File: src/rtl/core/ntpssp_pkg.sv
// Shared types and constants of the NTP read-status poller.
package ntpssp_pkg;

   localparam int MAX_DATA_DEFAULT    = 468;
   localparam int QUEUE_DEPTH_DEFAULT = 4;
   localparam int HDR_LEN             = 12;
   localparam int REQ_LEN             = 12;

   localparam logic [15:0] SEQ_ON_CONNECT = 16'd42;
   localparam logic [15:0] SEQ_RESET      = 16'd1;
   localparam logic [7:0]  REQ_BYTE0      = 8'h1E;
   localparam logic [7:0]  REQ_BYTE1      = 8'h01;

   localparam logic [2:0] HDR_VERSION     = 3'd3;
   localparam logic [2:0] HDR_MODE        = 3'd6;
   localparam logic [4:0] HDR_OPCODE      = 5'd1;
   localparam logic [1:0] LEAP_ALARM      = 2'd3;
   localparam logic [5:0] SRC_UDP         = 6'd6;
   localparam logic [2:0] SEL_CANDIDATE   = 3'd5;
   localparam logic [2:0] SEL_SYSPEER     = 3'd6;

   localparam logic CMD_POLL  = 1'b0;
   localparam logic CMD_REPLY = 1'b1;

   localparam logic KIND_REQ     = 1'b0;
   localparam logic KIND_VERDICT = 1'b1;

   typedef enum logic [3:0] {
      VERD_SYNCED  = 4'd0,
      VERD_NO_PEER = 4'd1,
      VERD_SHORT   = 4'd2,
      VERD_VERSION = 4'd3,
      VERD_MODE    = 4'd4,
      VERD_OPCODE  = 4'd5,
      VERD_NOTRESP = 4'd6,
      VERD_ERRFLAG = 4'd7,
      VERD_SEQ     = 4'd8,
      VERD_LEAP    = 4'd9,
      VERD_COUNT   = 4'd10,
      VERD_SIZE    = 4'd11
   } verdict_type;

   typedef struct packed {
      logic        kind;
      logic [15:0] seq;
      verdict_type verdict;
      logic        synced;
      logic        odd;
   } job_type;

endpackage

File: src/rtl/core/ntpssp_front.sv
// Front end: accepts commands and reply bytes, captures the header, judges replies.
module ntpssp_front #(
   parameter int MAX_DATA = ntpssp_pkg::MAX_DATA_DEFAULT
) (
   input  logic                clock,
   input  logic                reset,
   input  logic                in_valid,
   input  logic                q_full,
   input  logic                cmd,
   input  logic [7:0]          rx_byte,
   input  logic                rx_last,
   output logic                job_push,
   output ntpssp_pkg::job_type job
);

   localparam logic [9:0] DataEnd = 10'(ntpssp_pkg::HDR_LEN + MAX_DATA);
   localparam logic [8:0] HdrLen  = 9'(ntpssp_pkg::HDR_LEN);
   localparam logic [8:0] ShortLim = 9'(ntpssp_pkg::HDR_LEN - 1);
   localparam logic [16:0] MaxData = 17'(MAX_DATA);

   logic [15:0] seq_ff, seq_in;
   logic        link_ff, link_in;
   logic [8:0]  idx_ff, idx_in;
   logic [15:0] hdr_ff, hdr_in;
   logic [15:0] rseq_ff, rseq_in;
   logic [15:0] stat_ff, stat_in;
   logic [15:0] off_ff, off_in;
   logic [15:0] cnt_ff, cnt_in;
   logic        good_ff, good_in;
   logic        sync_ff, sync_in;

   logic        accept;
   logic        reply;
   logic [8:0]  d;
   logic        peer_good;
   logic [16:0] size_sum;
   ntpssp_pkg::verdict_type verd;
   logic        odd;
   logic [15:0] seq_base;

   assign accept = in_valid && !q_full;
   assign reply  = accept && (cmd == ntpssp_pkg::CMD_REPLY) && link_ff;
   assign d      = idx_ff - HdrLen;
   assign size_sum = {1'b0, off_in} + {1'b0, cnt_in};
   assign seq_base = link_ff ? seq_ff : ntpssp_pkg::SEQ_ON_CONNECT;

   assign peer_good = rx_byte[7] && rx_byte[4] &&
                      ((rx_byte[2:0] == ntpssp_pkg::SEL_CANDIDATE) ||
                       (rx_byte[2:0] == ntpssp_pkg::SEL_SYSPEER));

   // capture and peer scan
   always_comb begin
      hdr_in  = hdr_ff;
      rseq_in = rseq_ff;
      stat_in = stat_ff;
      off_in  = off_ff;
      cnt_in  = cnt_ff;
      good_in = good_ff;
      if (reply) begin
         if (idx_ff < HdrLen) begin
            case (idx_ff[3:1])
               3'd0: if (!idx_ff[0]) hdr_in[15:8] = rx_byte; else hdr_in[7:0] = rx_byte;
               3'd1: if (!idx_ff[0]) rseq_in[15:8] = rx_byte; else rseq_in[7:0] = rx_byte;
               3'd2: if (!idx_ff[0]) stat_in[15:8] = rx_byte; else stat_in[7:0] = rx_byte;
               3'd4: if (!idx_ff[0]) off_in[15:8] = rx_byte; else off_in[7:0] = rx_byte;
               3'd5: if (!idx_ff[0]) cnt_in[15:8] = rx_byte; else cnt_in[7:0] = rx_byte;
               default: ;
            endcase
         end else if ({1'b0, idx_ff} < DataEnd) begin
            if ((idx_ff[1:0] == 2'd2) && ({7'd0, d[8:2], 2'b00} < cnt_ff) && peer_good) begin
               good_in = 1'b1;
            end
         end
      end
   end

   // verdict in check order
   always_comb begin
      odd = 1'b0;
      if (idx_ff < ShortLim) begin
         verd = ntpssp_pkg::VERD_SHORT;
      end else if (hdr_in[13:11] != ntpssp_pkg::HDR_VERSION) begin
         verd = ntpssp_pkg::VERD_VERSION;
      end else if (hdr_in[10:8] != ntpssp_pkg::HDR_MODE) begin
         verd = ntpssp_pkg::VERD_MODE;
      end else if (hdr_in[4:0] != ntpssp_pkg::HDR_OPCODE) begin
         verd = ntpssp_pkg::VERD_OPCODE;
      end else if (!hdr_in[7]) begin
         verd = ntpssp_pkg::VERD_NOTRESP;
      end else if (hdr_in[6]) begin
         verd = ntpssp_pkg::VERD_ERRFLAG;
      end else if (rseq_in != seq_ff) begin
         verd = ntpssp_pkg::VERD_SEQ;
      end else if (stat_in[15:14] == ntpssp_pkg::LEAP_ALARM) begin
         verd = ntpssp_pkg::VERD_LEAP;
      end else begin
         odd = (stat_in[13:8] != ntpssp_pkg::SRC_UDP);
         if (cnt_in[1:0] != 2'd0) begin
            verd = ntpssp_pkg::VERD_COUNT;
         end else if (size_sum > MaxData) begin
            verd = ntpssp_pkg::VERD_SIZE;
         end else if (good_in) begin
            verd = ntpssp_pkg::VERD_SYNCED;
         end else begin
            verd = ntpssp_pkg::VERD_NO_PEER;
         end
      end
   end

   // state update and job generation
   always_comb begin
      seq_in   = seq_ff;
      link_in  = link_ff;
      idx_in   = idx_ff;
      sync_in  = sync_ff;
      job_push = 1'b0;
      job      = '{kind: ntpssp_pkg::KIND_REQ, seq: seq_ff,
                   verdict: ntpssp_pkg::VERD_SYNCED, synced: 1'b0, odd: 1'b0};
      if (accept && (cmd == ntpssp_pkg::CMD_POLL)) begin
         seq_in   = seq_base + 16'd1;
         link_in  = 1'b1;
         idx_in   = '0;
         job_push = 1'b1;
         job.seq  = seq_in;
      end else if (reply) begin
         if (idx_ff != 9'h1FF) begin
            idx_in = idx_ff + 9'd1;
         end
         if (rx_last) begin
            idx_in = '0;
            if (verd == ntpssp_pkg::VERD_SHORT) begin
               link_in = 1'b0;
            end
            if ((verd == ntpssp_pkg::VERD_SYNCED) || (verd == ntpssp_pkg::VERD_NO_PEER)) begin
               sync_in = good_in;
            end
            job_push    = 1'b1;
            job.kind    = ntpssp_pkg::KIND_VERDICT;
            job.verdict = verd;
            job.synced  = sync_in;
            job.odd     = odd;
         end
      end
   end

   always_ff @(posedge clock) begin
      if (reset) begin
         seq_ff  <= ntpssp_pkg::SEQ_RESET;
         link_ff <= 1'b0;
         idx_ff  <= '0;
         hdr_ff  <= '0;
         rseq_ff <= '0;
         stat_ff <= '0;
         off_ff  <= '0;
         cnt_ff  <= '0;
         good_ff <= 1'b0;
         sync_ff <= 1'b0;
      end else begin
         seq_ff  <= seq_in;
         link_ff <= link_in;
         idx_ff  <= idx_in;
         hdr_ff  <= hdr_in;
         rseq_ff <= rseq_in;
         stat_ff <= stat_in;
         off_ff  <= off_in;
         cnt_ff  <= cnt_in;
         if (accept && ((cmd == ntpssp_pkg::CMD_POLL) || (reply && rx_last))) begin
            good_ff <= 1'b0;
         end else begin
            good_ff <= good_in;
         end
         sync_ff <= sync_in;
      end
   end

endmodule

File: src/rtl/core/ntpssp_queue.sv
// Job queue between the front end and the result sequencer.
module ntpssp_queue #(
   parameter int DEPTH = ntpssp_pkg::QUEUE_DEPTH_DEFAULT
) (
   input  logic                clock,
   input  logic                reset,
   input  logic                push,
   input  ntpssp_pkg::job_type push_data,
   output logic                full,
   input  logic                pop,
   output logic                nonempty,
   output ntpssp_pkg::job_type head
);

   localparam int PtrW = (DEPTH > 1) ? $clog2(DEPTH) : 1;
   localparam int CntW = $clog2(DEPTH + 1);
   localparam logic [CntW-1:0] Depth = CntW'(DEPTH);
   localparam logic [PtrW-1:0] LastPtr = PtrW'(DEPTH - 1);

   ntpssp_pkg::job_type mem_ff [DEPTH];
   logic [PtrW-1:0] wr_ff, wr_in;
   logic [PtrW-1:0] rd_ff, rd_in;
   logic [CntW-1:0] cnt_ff, cnt_in;
   logic            do_push;
   logic            do_pop;

   assign full     = (cnt_ff == Depth);
   assign nonempty = (cnt_ff != '0);
   assign head     = mem_ff[rd_ff];
   assign do_push  = push && !full;
   assign do_pop   = pop && nonempty;

   always_comb begin
      wr_in  = wr_ff;
      rd_in  = rd_ff;
      cnt_in = cnt_ff;
      if (do_push) begin
         wr_in = (wr_ff == LastPtr) ? '0 : wr_ff + PtrW'(1);
      end
      if (do_pop) begin
         rd_in = (rd_ff == LastPtr) ? '0 : rd_ff + PtrW'(1);
      end
      if (do_push && !do_pop) begin
         cnt_in = cnt_ff + CntW'(1);
      end else if (do_pop && !do_push) begin
         cnt_in = cnt_ff - CntW'(1);
      end
   end

   always_ff @(posedge clock) begin
      if (do_push) begin
         mem_ff[wr_ff] <= push_data;
      end
   end

   always_ff @(posedge clock) begin
      if (reset) begin
         wr_ff  <= '0;
         rd_ff  <= '0;
         cnt_ff <= '0;
      end else begin
         wr_ff  <= wr_in;
         rd_ff  <= rd_in;
         cnt_ff <= cnt_in;
      end
   end

endmodule

File: src/rtl/core/ntpssp_back.sv
// Back end: expands queued jobs into request bytes or a verdict, with an output register.
module ntpssp_back (
   input  logic                clock,
   input  logic                reset,
   input  logic                q_nonempty,
   input  ntpssp_pkg::job_type q_head,
   output logic                q_pop,
   input  logic                out_pop,
   output logic                out_empty,
   output logic                kind,
   output logic [7:0]          tx_byte,
   output logic                tx_last,
   output logic [3:0]          verdict,
   output logic                synced,
   output logic                odd_source
);

   localparam logic [3:0] LastReq = 4'(ntpssp_pkg::REQ_LEN - 1);

   ntpssp_pkg::job_type job_ff, job_in;
   logic        job_valid_ff, job_valid_in;
   logic [3:0]  pos_ff, pos_in;
   logic        out_valid_ff, out_valid_in;
   logic        kind_ff, kind_in;
   logic [7:0]  byte_ff, byte_in;
   logic        last_ff, last_in;
   logic [3:0]  verd_ff, verd_in;
   logic        sync_ff, sync_in;
   logic        odd_ff, odd_in;
   logic        out_free;
   logic        emit;
   logic        job_done;

   assign out_free = !out_valid_ff || out_pop;
   assign emit     = out_free && job_valid_ff;
   assign job_done = (job_ff.kind == ntpssp_pkg::KIND_VERDICT) || (pos_ff == LastReq);
   assign q_pop    = q_nonempty && (!job_valid_ff || (emit && job_done));

   always_comb begin
      job_in       = job_ff;
      job_valid_in = job_valid_ff;
      pos_in       = pos_ff;
      out_valid_in = out_valid_ff && !out_pop;
      kind_in      = kind_ff;
      byte_in      = byte_ff;
      last_in      = last_ff;
      verd_in      = verd_ff;
      sync_in      = sync_ff;
      odd_in       = odd_ff;
      if (emit) begin
         out_valid_in = 1'b1;
         kind_in      = job_ff.kind;
         if (job_ff.kind == ntpssp_pkg::KIND_VERDICT) begin
            byte_in = 8'd0;
            last_in = 1'b1;
            verd_in = job_ff.verdict;
            sync_in = job_ff.synced;
            odd_in  = job_ff.odd;
         end else begin
            case (pos_ff)
               4'd0:    byte_in = ntpssp_pkg::REQ_BYTE0;
               4'd1:    byte_in = ntpssp_pkg::REQ_BYTE1;
               4'd2:    byte_in = job_ff.seq[15:8];
               4'd3:    byte_in = job_ff.seq[7:0];
               default: byte_in = 8'd0;
            endcase
            last_in = (pos_ff == LastReq);
            verd_in = ntpssp_pkg::VERD_SYNCED;
            sync_in = 1'b0;
            odd_in  = 1'b0;
         end
         pos_in = pos_ff + 4'd1;
         if (job_done) begin
            job_valid_in = 1'b0;
         end
      end
      if (q_pop) begin
         job_in       = q_head;
         job_valid_in = 1'b1;
         pos_in       = '0;
      end
   end

   always_ff @(posedge clock) begin
      if (reset) begin
         job_valid_ff <= 1'b0;
         out_valid_ff <= 1'b0;
         pos_ff       <= '0;
      end else begin
         job_valid_ff <= job_valid_in;
         out_valid_ff <= out_valid_in;
         pos_ff       <= pos_in;
      end
      job_ff  <= job_in;
      kind_ff <= kind_in;
      byte_ff <= byte_in;
      last_ff <= last_in;
      verd_ff <= verd_in;
      sync_ff <= sync_in;
      odd_ff  <= odd_in;
   end

   assign out_empty  = !out_valid_ff;
   assign kind       = kind_ff;
   assign tx_byte    = byte_ff;
   assign tx_last    = last_ff;
   assign verdict    = verd_ff;
   assign synced     = sync_ff;
   assign odd_source = odd_ff;

endmodule

File: src/rtl/core/ntp_sync_status_poller_unit.sv
// Top level of the NTP read-status poller: front end, job queue and result sequencer.
// Results pass the job queue, the back-end job register and the output register.
// One input item per cycle unless full; a poll yields 12 request bytes at one per cycle,
// a final reply byte after a poll one verdict; one result per cycle leaves on rsp_pop.
// full rises while the job queue holds QUEUE_DEPTH jobs not yet taken by the back end.
// Reset (synchronous, active high) empties the queue and output register; sequence is 1.
module ntp_sync_status_poller_unit #(
   parameter int MAX_DATA    = ntpssp_pkg::MAX_DATA_DEFAULT,
   parameter int QUEUE_DEPTH = ntpssp_pkg::QUEUE_DEPTH_DEFAULT
) (
   input  logic       clock,
   input  logic       reset,
   input  logic       req_push,
   output logic       req_full,
   input  logic       req_cmd,
   input  logic [7:0] req_rx_byte,
   input  logic       req_rx_last,
   output logic       rsp_empty,
   input  logic       rsp_pop,
   output logic       rsp_kind,
   output logic [7:0] rsp_tx_byte,
   output logic       rsp_tx_last,
   output logic [3:0] rsp_verdict,
   output logic       rsp_synced,
   output logic       rsp_odd_source
);

   logic                job_push;
   ntpssp_pkg::job_type job;
   logic                q_pop;
   logic                q_nonempty;
   ntpssp_pkg::job_type q_head;

   ntpssp_front #(
      .MAX_DATA(MAX_DATA)
   ) u_front (
      .clock    (clock),
      .reset    (reset),
      .in_valid (req_push),
      .q_full   (req_full),
      .cmd      (req_cmd),
      .rx_byte  (req_rx_byte),
      .rx_last  (req_rx_last),
      .job_push (job_push),
      .job      (job)
   );

   ntpssp_queue #(
      .DEPTH(QUEUE_DEPTH)
   ) u_queue (
      .clock     (clock),
      .reset     (reset),
      .push      (job_push),
      .push_data (job),
      .full      (req_full),
      .pop       (q_pop),
      .nonempty  (q_nonempty),
      .head      (q_head)
   );

   ntpssp_back u_back (
      .clock      (clock),
      .reset      (reset),
      .q_nonempty (q_nonempty),
      .q_head     (q_head),
      .q_pop      (q_pop),
      .out_pop    (rsp_pop),
      .out_empty  (rsp_empty),
      .kind       (rsp_kind),
      .tx_byte    (rsp_tx_byte),
      .tx_last    (rsp_tx_last),
      .verdict    (rsp_verdict),
      .synced     (rsp_synced),
      .odd_source (rsp_odd_source)
   );

endmodule
File: config.mk
export PLATFORM = sky130hd
export DESIGN_NAME = ntp_sync_status_poller_unit
export DESIGN_NICKNAME = d
export VERILOG_FILES = /design/src/rtl/core/ntpssp_pkg.sv /design/src/rtl/core/ntpssp_front.sv /design/src/rtl/core/ntpssp_queue.sv /design/src/rtl/core/ntpssp_back.sv /design/src/rtl/core/ntp_sync_status_poller_unit.sv
export SDC_FILE = /design/constraint.sdc
export NUM_CORES = 1
export LEC_CHECK = 0
export ABC_AREA = 1
export BUFFER_PORTS_ARGS = -buffer_cell sky130_fd_sc_hd__clkbuf_2
export CORE_ASPECT_RATIO = 0.9
export CORE_MARGIN = 2
export CORE_UTILIZATION = 55
export DETAILED_ROUTE_END_ITERATION = 6
export PLACE_DENSITY = 0.7
export SKIP_LAST_GASP = 1
export SLEW_MARGIN = 15
export SYNTH_ARGS = -nofsm -noshare
export SYNTH_HDL_FRONTEND = slang
export SYNTH_SLANG_ARGS = --single-unit
File: constraint.sdc
create_clock -name clock -period 4.9 [get_ports clock]
set_input_delay 0 -clock clock [delete_from_list [all_inputs] [get_ports clock]]
set_output_delay 0 -clock clock [all_outputs]
set_load 0.1 [all_outputs]
==> impl_metrics.py, run 1 <==
metrics = {
    "hold_path": {
        "holdPathStages": 2,
        "hp-class": "input pin to register",
        "whs_endpoint": "u_front.stat_ff[11]",
        "hold_path_startpoint": "reset",
    },
    "global_routing": {
        "grt_max_degree": 53,
        "grt_pass1_wl_mm": 47.0,
        "grt-ovfl-total": 0,
        "antenna_found_initial": 0,
        "track_usage": 0.243,
        "grt_pass1_vias": 9427,
    },
    "worst_setup_path": {
        "regToRegSetupSlack_ps": 610,
        "endpoint_kind": "register",
        "r2r_start": "u_front.idx_ff[5]",
        "critPathKind": "register to register",
        "crit_top_cell": "nand2_1",
        "path_max_fanout": 11,
        "crit_path_start_kind": "register",
        "cp_slowest_cell": "nor2_4",
        "r2r_cells": 28,
        "required_ps": 5180,
        "cp.arrival_ps": 4570,
        "crit_path_max_incr_delay_ps": 380,
        "worst_r2r_endpoint": "u_queue.mem_ff[1][1]",
    },
    "clock_network": {
        "postCtsSetupRepairBufs": 0,
        "cts_resized": 0,
        "cts_max_path_buffers": 3,
        "clock_sinks": 241,
        "clock-root-buffer": "clkbuf_16",
        "cts_buffers": 25,
        "cts_max_level": 1,
        "cts_tree": "done",
        "clock_latency_ps": 530,
        "clk_pin_slew_ps": 70,
    },
    "detailed_routing": {
        "wire_per_inst_um": 15.0,
        "first_iter_violations": 897,
        "viasPerCell": 5.29,
        "wl_mm": 28.6,
        "drc_errors": 0,
        "antenna_left": 0,
        "dr.pass1.iters": 5,
        "vias": 10118,
    },
    "pwr": {
        "p_seq_frac": 0.434,
        "switching_share": 0.335,
        "pwr-share-comb": 0.233,
        "power_density_nw_per_um2": 427,
        "clkPwrFrac": 0.333,
        "irDropWorstVdd_mv": 0.399,
        "p_int_w": 0.00392,
        "power.switching_w": 0.00198,
        "p_leak_nw": 5.83,
    },
    "sta": {
        "slew_viol_final": 0,
        "tns_ps": 0,
        "finalHoldViolations": 0,
        "tightest_slew_ps": 992,
        "period_share": 0.875,
        "slew_headroom": 0.336,
        "fin_skew_ps": 11.6,
        "period_minus_slack_ps": 4290,
        "setup_viol": 0,
        "rsz0062_at_grt": "false",
        "fmax_mhz": 233,
    },
    "layout": {
        "finalNetCount": 1651,
        "final_common_cell": "nand2_1",
        "antennaDiodeCount": 0,
        "most-common-layout-cells": "nand2_1 (426), inv_1 (209), nor2_1 (156), edfxtp_1 (131), dfxtp_1 (110)",
        "drive_gt1_frac": 0.0928,
        "syn_to_final_growth_pct": 11.2,
        "fillers": 1954,
        "layout.cells.non_filler": 1913,
    },
    "run": {
        "drv_cap": 0,
    },
    "place": {
        "dp_hpwl_mm": 19.3,
        "place_congestion": 0.888,
        "dp_cells": 1855,
        "io_buffers": 31,
    },
    "floorplanning": {
        "fp.dieW_um": 162,
        "core-area_sq_um": 22300,
        "die_h_um": 147,
        "initial_core_util": 0.557,
        "io_pins": 32,
        "dieArea_sq_um": 23800,
        "rows": 52,
    },
    "outcome": {
        "status": "finished clean",
    },
    "yosys": {
        "synth-async-reset-ratio": 0,
        "ys_warn_count": 0,
        "synth_top_area_frac": 0.317,
        "ys_types": 51,
        "synthTopCellsByArea": "edfxtp_1 (32%), dfxtp_1 (18%), nand2_1 (13%)",
        "yosysTopAreaCell": "edfxtp_1",
        "synth_edf_count": 131,
        "ys_seq_elements": 241,
        "synth_flop_cell": "edfxtp_1",
        "syn_nets": 1617,
        "avgSynthCellArea_sq_um": 7.95,
        "syn_area_sq_um": 12400,
        "yosysSeqAreaShare": 0.494,
        "syn_inst": 1563,
    },
}
==> worst max-delay path by stage <==
stage / start / endpoint / slack (ps) / depth (start not counted)
2_1_floorplan: u_queue.cnt_ff[0] / u_queue.mem_ff[0][1] / 1030 / 31
3_3_place_gp: u_front.idx_ff[3] / u_queue.mem_ff[0][1] / 630 / 28
3_5_place_dp: u_front.idx_ff[3] / u_queue.mem_ff[1][1] / 550 / 28
4_1_cts: u_front.idx_ff[3] / u_queue.mem_ff[3][2] / 540 / 28
5_1_grt: u_front.idx_ff[5] / u_queue.mem_ff[3][2] / 80 / 28
6_report: u_front.idx_ff[5] / u_queue.mem_ff[1][1] / 610 / 28
==> routing by layer <==
layer	track usage	routed length, um	up-vias
met4	0.0527	453	0
met5	0	0	-
met2	0.398	12900	269
li1	-	-	5144
met3	0.0295	1560	34
met1	0.348	13700	4671
==> stage by stage <==
step | instance area (sq um) | total power, W | hold slack, ps | setup slack (ps) | util
final | 13800 | 0.00590 | 38.5 | 615 | 0.619
after global routing | 13800 | 0.00618 | 62.4 | 78.5 | 0.619
after CTS | 13800 | 0.00594 | 14.2 | 536 | 0.619
after detailed placement | 12900 | 0.00397 | 301 | 546 | 0.576
after global placement | 12900 | 0.00393 | 298 | 631 | 0.576
after floorplan | 12400 | 0.00363 | 174 | 1030 | -
==> cells in the mapped netlist (2+ instances only) <==
| master | instances |
|---|---|
| dfxtp_1 | 110 |
| nand2_2 | 2 |
| buf_1 | 2 |
| nor2_1 | 161 |
| nand3_1 | 78 |
| buf_4 | 3 |
| and2_1 | 9 |
| clkbuf_1 | 40 |
| a211oi_1 | 32 |
| nor3_1 | 15 |
| a21oi_1 | 76 |
| inv_2 | 5 |
| nor2_2 | 3 |
| nor4_1 | 4 |
| inv_1 | 209 |
| buf_6 | 5 |
| nor3b_1 | 2 |
| buf_2 | 8 |
| clkinv_1 | 4 |
| edfxtp_1 | 131 |
| nand4_1 | 11 |
| o21a_1 | 6 |
| or2_2 | 27 |
| ha_1 | 38 |
| xnor2_1 | 4 |
| o21ai_0 | 86 |
| o22ai_1 | 23 |
| nor2_4 | 4 |
| nand2_1 | 426 |
| o211ai_1 | 2 |
| nand3_2 | 4 |
| xor2_1 | 12 |
| fa_1 | 2 |
| nand3b_1 | 2 |
==> kinds of logic (layout without fill, tap and decap cells) <==
kind of cell / after synthesis / count (layout) / share of synthesized area
xor+xnor: 16 / 16 / 0.0113
fa+ha+maj: 40 / 40 / 0.0415
simple gates: 752 / 753 / 0.256
compound gates: 237 / 237 / 0.109
buf+inv: 277 / 329 / 0.0885
flops: 241 / 241 / 0.494
==> sequential cells by signal, summed over array words and instances (netlist names), 3 cells and up <==
register         flops
u_queue.mem_ff      92
u_back.job_ff       23
u_front.cnt_ff      16
u_front.off_ff      16
u_front.rseq_ff     16
u_front.seq_ff      16
u_front.hdr_ff      13
u_front.idx_ff       9
u_back.tx_byte       8
u_front.stat_ff      8
u_back.pos_ff        4
u_back.verdict       4
u_queue.cnt_ff       3
==> final cells by class <==
cell class                 count  area (sq um)  share of cell area
multi-input combinational   1046          5210               0.377
clock inverter                18           214              0.0155
timing repair buffer          64           430              0.0311
clock buffer                  28           637              0.0461
inverter                     219           823              0.0596
tap                          297           372              0.0269
sequential                   241          6140               0.444
==> worst max-delay path: cells and delay by family (launching register included) <==
kind,cells,cell delay (ps)
buf+inv,3,230
flops,1,370
simple gates,21,2500
fa+ha+maj,2,630
compound gates,2,290
==> power groups by stage <==
stage               registers (W)  logic, W  clock network [W]
floorplan                 0.00294  0.000692                  0
global placement          0.00260   0.00133                  0
detailed placement        0.00261   0.00136                  0
CTS                       0.00256   0.00138            0.00200
global route              0.00259   0.00151            0.00208
finish                    0.00256   0.00137            0.00197
==> repair_timing <==
action / in CTS / in global routing
hold buffers: 11 / 0
endpoints found under the setup margin: 0 / 1
endpoints found under the hold margin: 25 / 0
No activity file was read; power rests on OpenSTA's default activity.
==> run 2, diff against run 1 <==
--- a/config.mk
+++ b/config.mk
@@ -12,6 +12,7 @@
 export CORE_UTILIZATION = 55
 export DETAILED_ROUTE_END_ITERATION = 6
 export PLACE_DENSITY = 0.7
+export RECOVER_POWER = 100
 export SKIP_LAST_GASP = 1
 export SLEW_MARGIN = 15
 export SYNTH_ARGS = -nofsm -noshare
==> impl_metrics.py, run 2 (same netlist as run 1, synthesis figures left out) <==
metrics = {
    "hold_path": {
        "hold_path_startpoint": "reset",
        "whs_endpoint": "u_front.stat_ff[11]",
        "holdPathStages": 2,
        "hp-class": "input pin to register",
    },
    "detailed_routing": {
        "wire_per_inst_um": 15.0,
        "wl_mm": 28.6,
        "dr.pass1.iters": 5,
        "first_iter_violations": 924,
        "drc_errors": 0,
        "viasPerCell": 5.27,
        "vias": 10089,
        "antenna_left": 0,
    },
    "layout": {
        "post-route-util": 0.614,
        "largest_reg_flops": 92,
        "finalNetCount": 1651,
        "top_regs": "u_queue.mem_ff: 92 flops, u_back.job_ff: 23 flops",
        "drive_gt1_frac": 0.0687,
        "top_register": "u_queue.mem_ff",
        "antennaDiodeCount": 0,
        "most-common-layout-cells": "nand2_1 (426), inv_1 (211), nor2_1 (159), edfxtp_1 (131), dfxtp_1 (110)",
        "final_common_cell": "nand2_1",
        "fillers": 1981,
        "syn_to_final_growth_pct": 10.3,
    },
    "pwr": {
        "pwr-share-comb": 0.229,
        "p_leak_nw": 5.72,
        "power.switching_w": 0.00197,
        "power_density_nw_per_um2": 429,
        "switching_share": 0.336,
        "clkPwrFrac": 0.334,
        "irDropWorstVdd_mv": 0.385,
        "p_int_w": 0.00391,
        "p_seq_frac": 0.437,
    },
    "global_routing": {
        "grt_max_degree": 53,
        "track_usage": 0.243,
        "grt_pass1_vias": 9427,
        "grt_pass1_wl_mm": 47.0,
        "grt-ovfl-total": 0,
        "antenna_found_initial": 0,
    },
    "sta": {
        "fmax_mhz": 233,
        "slew_headroom": -0.329,
        "period_minus_slack_ps": 4300,
        "rsz0062_at_grt": "false",
        "tightest_slew_ps": 1990,
        "fin_skew_ps": 11.1,
        "finalHoldViolations": 0,
        "setup_viol": 0,
        "tns_ps": 0,
        "slew_viol_final": 122,
        "setup_slack_ps": 604,
        "period_share": 0.877,
    },
    "clock_network": {
        "cts_buffers": 25,
        "clock_latency_ps": 530,
        "cts_max_path_buffers": 3,
        "cts_tree": "done",
        "clock-root-buffer": "clkbuf_16",
        "cts_max_level": 1,
        "clock_sinks": 241,
        "clk_pin_slew_ps": 70,
    },
    "worst_setup_path": {
        "regToRegSetupSlack_ps": 600,
        "required_ps": 5180,
        "crit_path_start_kind": "register",
        "path_max_fanout": 11,
        "cp.arrival_ps": 4580,
        "worst_r2r_endpoint": "u_queue.mem_ff[1][1]",
        "crit_top_cell": "nand2_1",
        "endpoint_kind": "register",
        "r2r_cells": 28,
        "crit_path_max_incr_delay_ps": 380,
        "critPathKind": "register to register",
        "r2r_start": "u_front.idx_ff[5]",
        "cp_slowest_cell": "fa_1",
    },
    "place": {
        "dp_slack_ps": 546,
        "dp_hpwl_mm": 19.3,
        "place_congestion": 0.888,
        "io_buffers": 31,
    },
    "floorplanning": {
        "io_pins": 32,
        "dieArea_sq_um": 23800,
        "core-area_sq_um": 22300,
        "fp.dieW_um": 162,
        "die_h_um": 147,
        "initial_core_util": 0.557,
        "rows": 52,
    },
    "outcome": {
        "violations": "capacitance limit, slew limit",
        "status": "finished, violations left",
    },
    "run": {
        "drv_cap": 3,
    },
}
## run 2: cell count changes in the layout (fill, tap and decap cells not counted), sizes merged
cell    before  now
buf         23   11
clkbuf      58   70
## run 2: how the worst max path moves through the flow
stage	from	end	slack (ps)	cells past startpoint
detailed placement	u_front.idx_ff[3]	u_queue.mem_ff[1][1]	550	28
global placement	u_front.idx_ff[3]	u_queue.mem_ff[0][1]	630	28
global route	u_queue.cnt_ff[1]	u_queue.mem_ff[3][2]	60	29
finish	u_front.idx_ff[5]	u_queue.mem_ff[1][1]	600	28
floorplan	u_queue.cnt_ff[0]	u_queue.mem_ff[0][1]	1030	31
CTS	u_front.idx_ff[3]	u_queue.mem_ff[3][2]	540	28
## run 2: power by group through the flow
stage                     combinational [W]  clock (W)  sequential [W]
final                               0.00135    0.00197         0.00257
after global routing                0.00148    0.00208         0.00260
after CTS                           0.00138    0.00200         0.00256
after detailed placement            0.00136          0         0.00261
after global placement              0.00133          0         0.00260
after floorplan                    0.000692          0         0.00294
## run 2: routing by layer
metal,part of all wire,GRT usage,vias up
met2,0.45,0.398,266
li1,-,-,5139
met3,0.055,0.0295,34
met1,0.48,0.348,4650
met4,0.015,0.0527,0
met5,0,0,-
## run 2: cell type report
type / instances / area, sq um / share of cell area
inverters: 219 / 823 / 0.0601
multi-input cells: 1046 / 5160 / 0.377
clock inverters: 18 / 214 / 0.0156
flip-flops and latches: 241 / 6140 / 0.448
repair buffers: 64 / 363 / 0.0265
well taps: 297 / 372 / 0.0271
clock buffers: 28 / 637 / 0.0465
## run 2: stage by stage
stage	cell area [sq um]	hold WS [ps]	total power, W	instances
global route	13700	62.4	0.00616	1913
global placement	12900	298	0.00393	1855
CTS	13800	14.2	0.00594	1912
detailed placement	12900	301	0.00397	1855
finish	13700	38.8	0.00588	1913
floorplan	12400	174	0.00363	1563
## run 2: what timing repair did
action | 4_1_cts | 5_1_grt
gates resized for setup | 0 | 0
hold buffers | 11 | 0
endpoints found under the setup margin | 0 | 1
hold endpoints to repair | 25 | 0
setup buffers | 0 | 0
## run 2: critical path, delay by kind of cell, from the launching register on
family / cells / cell delay (ps)
AND/OR/NAND/NOR: 21 / 2510
AO/OA/AOI/OAI: 2 / 280
buffers and inverters: 3 / 240
flip-flops: 1 / 370
adder cells (fa/ha/maj): 2 / 640
==> run 3, diff against run 2 <==
==> constraint.sdc (replaced) <==
create_clock -name clock -period 4.9 [get_ports clock]
set_input_delay 0.49 -clock clock [delete_from_list [all_inputs] [get_ports clock]]
set_output_delay 0.49 -clock clock [all_outputs]
set_load 0.1 [all_outputs]
==> impl_metrics.py, run 3 (same netlist as run 1, synthesis figures left out) <==
metrics = {
    "hold_path": {
        "hp-class": "input pin to register",
    },
    "layout": {
        "finalNetCount": 1642,
        "largest_reg_flops": 92,
        "antennaDiodeCount": 0,
        "finalInstanceArea_sq_um": 13700,
        "post-route-util": 0.614,
        "final_common_cell": "nand2_1",
        "drive_gt1_frac": 0.0759,
        "most-common-layout-cells": "nand2_1 (426), inv_1 (209), nor2_1 (156), edfxtp_1 (131), dfxtp_1 (110)",
        "syn_to_final_growth_pct": 10.3,
        "top_register": "u_queue.mem_ff",
        "top_regs": "u_queue.mem_ff: 92 flops, u_back.job_ff: 23 flops",
    },
    "detailed_routing": {
        "first_iter_violations": 814,
        "vias": 9995,
        "antenna_left": 0,
        "drc_errors": 0,
        "wl_mm": 28.2,
        "viasPerCell": 5.25,
        "dr.pass1.iters": 5,
        "wire_per_inst_um": 14.8,
    },
    "clock_network": {
        "cts_buffers": 25,
        "clock_latency_ps": 530,
        "cts_max_level": 1,
        "cts_hold_buf": 0,
        "cts_max_path_buffers": 3,
        "clock_sinks": 241,
        "clk_pin_slew_ps": 70,
        "cts_tree": "done",
        "clock-root-buffer": "clkbuf_16",
    },
    "sta": {
        "setup_slack_ps": 614,
        "finalHoldViolations": 0,
        "period_share": 0.875,
        "slew_headroom": -1.84,
        "tns_ps": 0,
        "setup_viol": 0,
        "fin_skew_ps": 11.9,
        "fmax_mhz": 233,
        "rsz0062_at_grt": "false",
        "period_minus_slack_ps": 4290,
        "tightest_slew_ps": 4250,
        "slew_viol_final": 133,
    },
    "worst_setup_path": {
        "crit_path_max_incr_delay_ps": 370,
        "cp_slowest_cell": "fa_1",
        "cp.arrival_ps": 4520,
        "critPathKind": "register to register",
        "crit_path_start_kind": "register",
        "endpoint_kind": "register",
        "crit_top_cell": "nand2_1",
        "required_ps": 5130,
        "path_max_fanout": 10,
    },
    "pwr": {
        "p_seq_frac": 0.430,
        "switching_share": 0.327,
        "pwr-share-comb": 0.223,
        "power_density_nw_per_um2": 436,
        "power.switching_w": 0.00195,
        "irDropWorstVdd_mv": 0.429,
        "clkPwrFrac": 0.347,
        "p_leak_nw": 5.71,
        "total_power_w": 0.00598,
        "p_int_w": 0.00402,
    },
    "global_routing": {
        "grt_pass1_vias": 9094,
        "grt-ovfl-total": 0,
        "track_usage": 0.238,
        "grt_max_degree": 86,
        "antenna_found_initial": 0,
        "grt_pass1_wl_mm": 45.8,
    },
    "floorplanning": {
        "dieArea_sq_um": 23800,
        "rows": 52,
        "die_h_um": 147,
        "core-area_sq_um": 22300,
        "io_pins": 32,
        "fp.dieW_um": 162,
        "initial_core_util": 0.557,
    },
    "place": {
        "dp_hpwl_mm": 19.1,
        "postPlaceCellArea_sq_um": 12900,
        "place_congestion": 0.890,
        "dp_slack_ps": 534,
        "io_buffers": 31,
    },
    "outcome": {
        "violations": "capacitance limit, slew limit",
        "status": "finished, violations left",
    },
    "run": {
        "drv_cap": 3,
    },
}
==> run 3: power by group through the flow <==
stage | Combinational (W) | Sequential [W] | Clock, W
final | 0.00133 | 0.00257 | 0.00207
after floorplan | 0.000692 | 0.00294 | 0
after global routing | 0.00146 | 0.00259 | 0.00220
after global placement | 0.00133 | 0.00260 | 0
after detailed placement | 0.00136 | 0.00261 | 0
after CTS | 0.00136 | 0.00257 | 0.00211
==> run 3: layout make-up <==
class	count	area [sq um]
clock buffer	31	658
fill	1969	8610
multi-input combinational	1046	5200
tap	297	372
sequential	241	6140
inverter	219	823
clock inverter	15	245
timing repair buffer	55	274
==> run 3: worst max-delay path, delay by kind of cell (launching register included) <==
family	cells	cell delay [ps]
flip-flops	1	340
adder cells (fa/ha/maj)	2	630
AND/OR/NAND/NOR	19	1900
AO/OA/AOI/OAI	3	530
buffers and inverters	5	560
==> run 3: worst paths after layout <==
| path | cells after the start | end | slack, ps | start |
|---|---|---|---|---|
| max | 29 | u_front.sync_ff | 610 | u_queue.cnt_ff[1] |
| min | 3 | u_back.out_valid_ff | 260 | rsp_pop |
| max reg2reg | 29 | u_front.sync_ff | 610 | u_queue.cnt_ff[1] |
| min reg2reg | 2 | u_front.sync_ff | 490 | u_front.sync_ff |
==> run 3: repair_timing <==
item | in CTS | in global routing
buffers inserted | 0 | 2
gates resized for setup | 0 | 0
endpoints found under the setup margin | 0 | 9
==> run 3: metal layers <==
layer | vias up | global-route usage | routed length (um)
li1 | 5129 | - | -
met1 | 4518 | 0.355 | 13500
met2 | 300 | 0.368 | 12200
met3 | 48 | 0.0341 | 1740
met4 | 0 | 0.0597 | 635
met5 | - | 0 | 0
==> run 3: metrics by stage <==
step                      hold WS, ps  std cells
after floorplan                   424       1563
after global placement            462       1855
after detailed placement          473       1855
after CTS                         241       1901
after global routing              249       1904
final                             257       1904
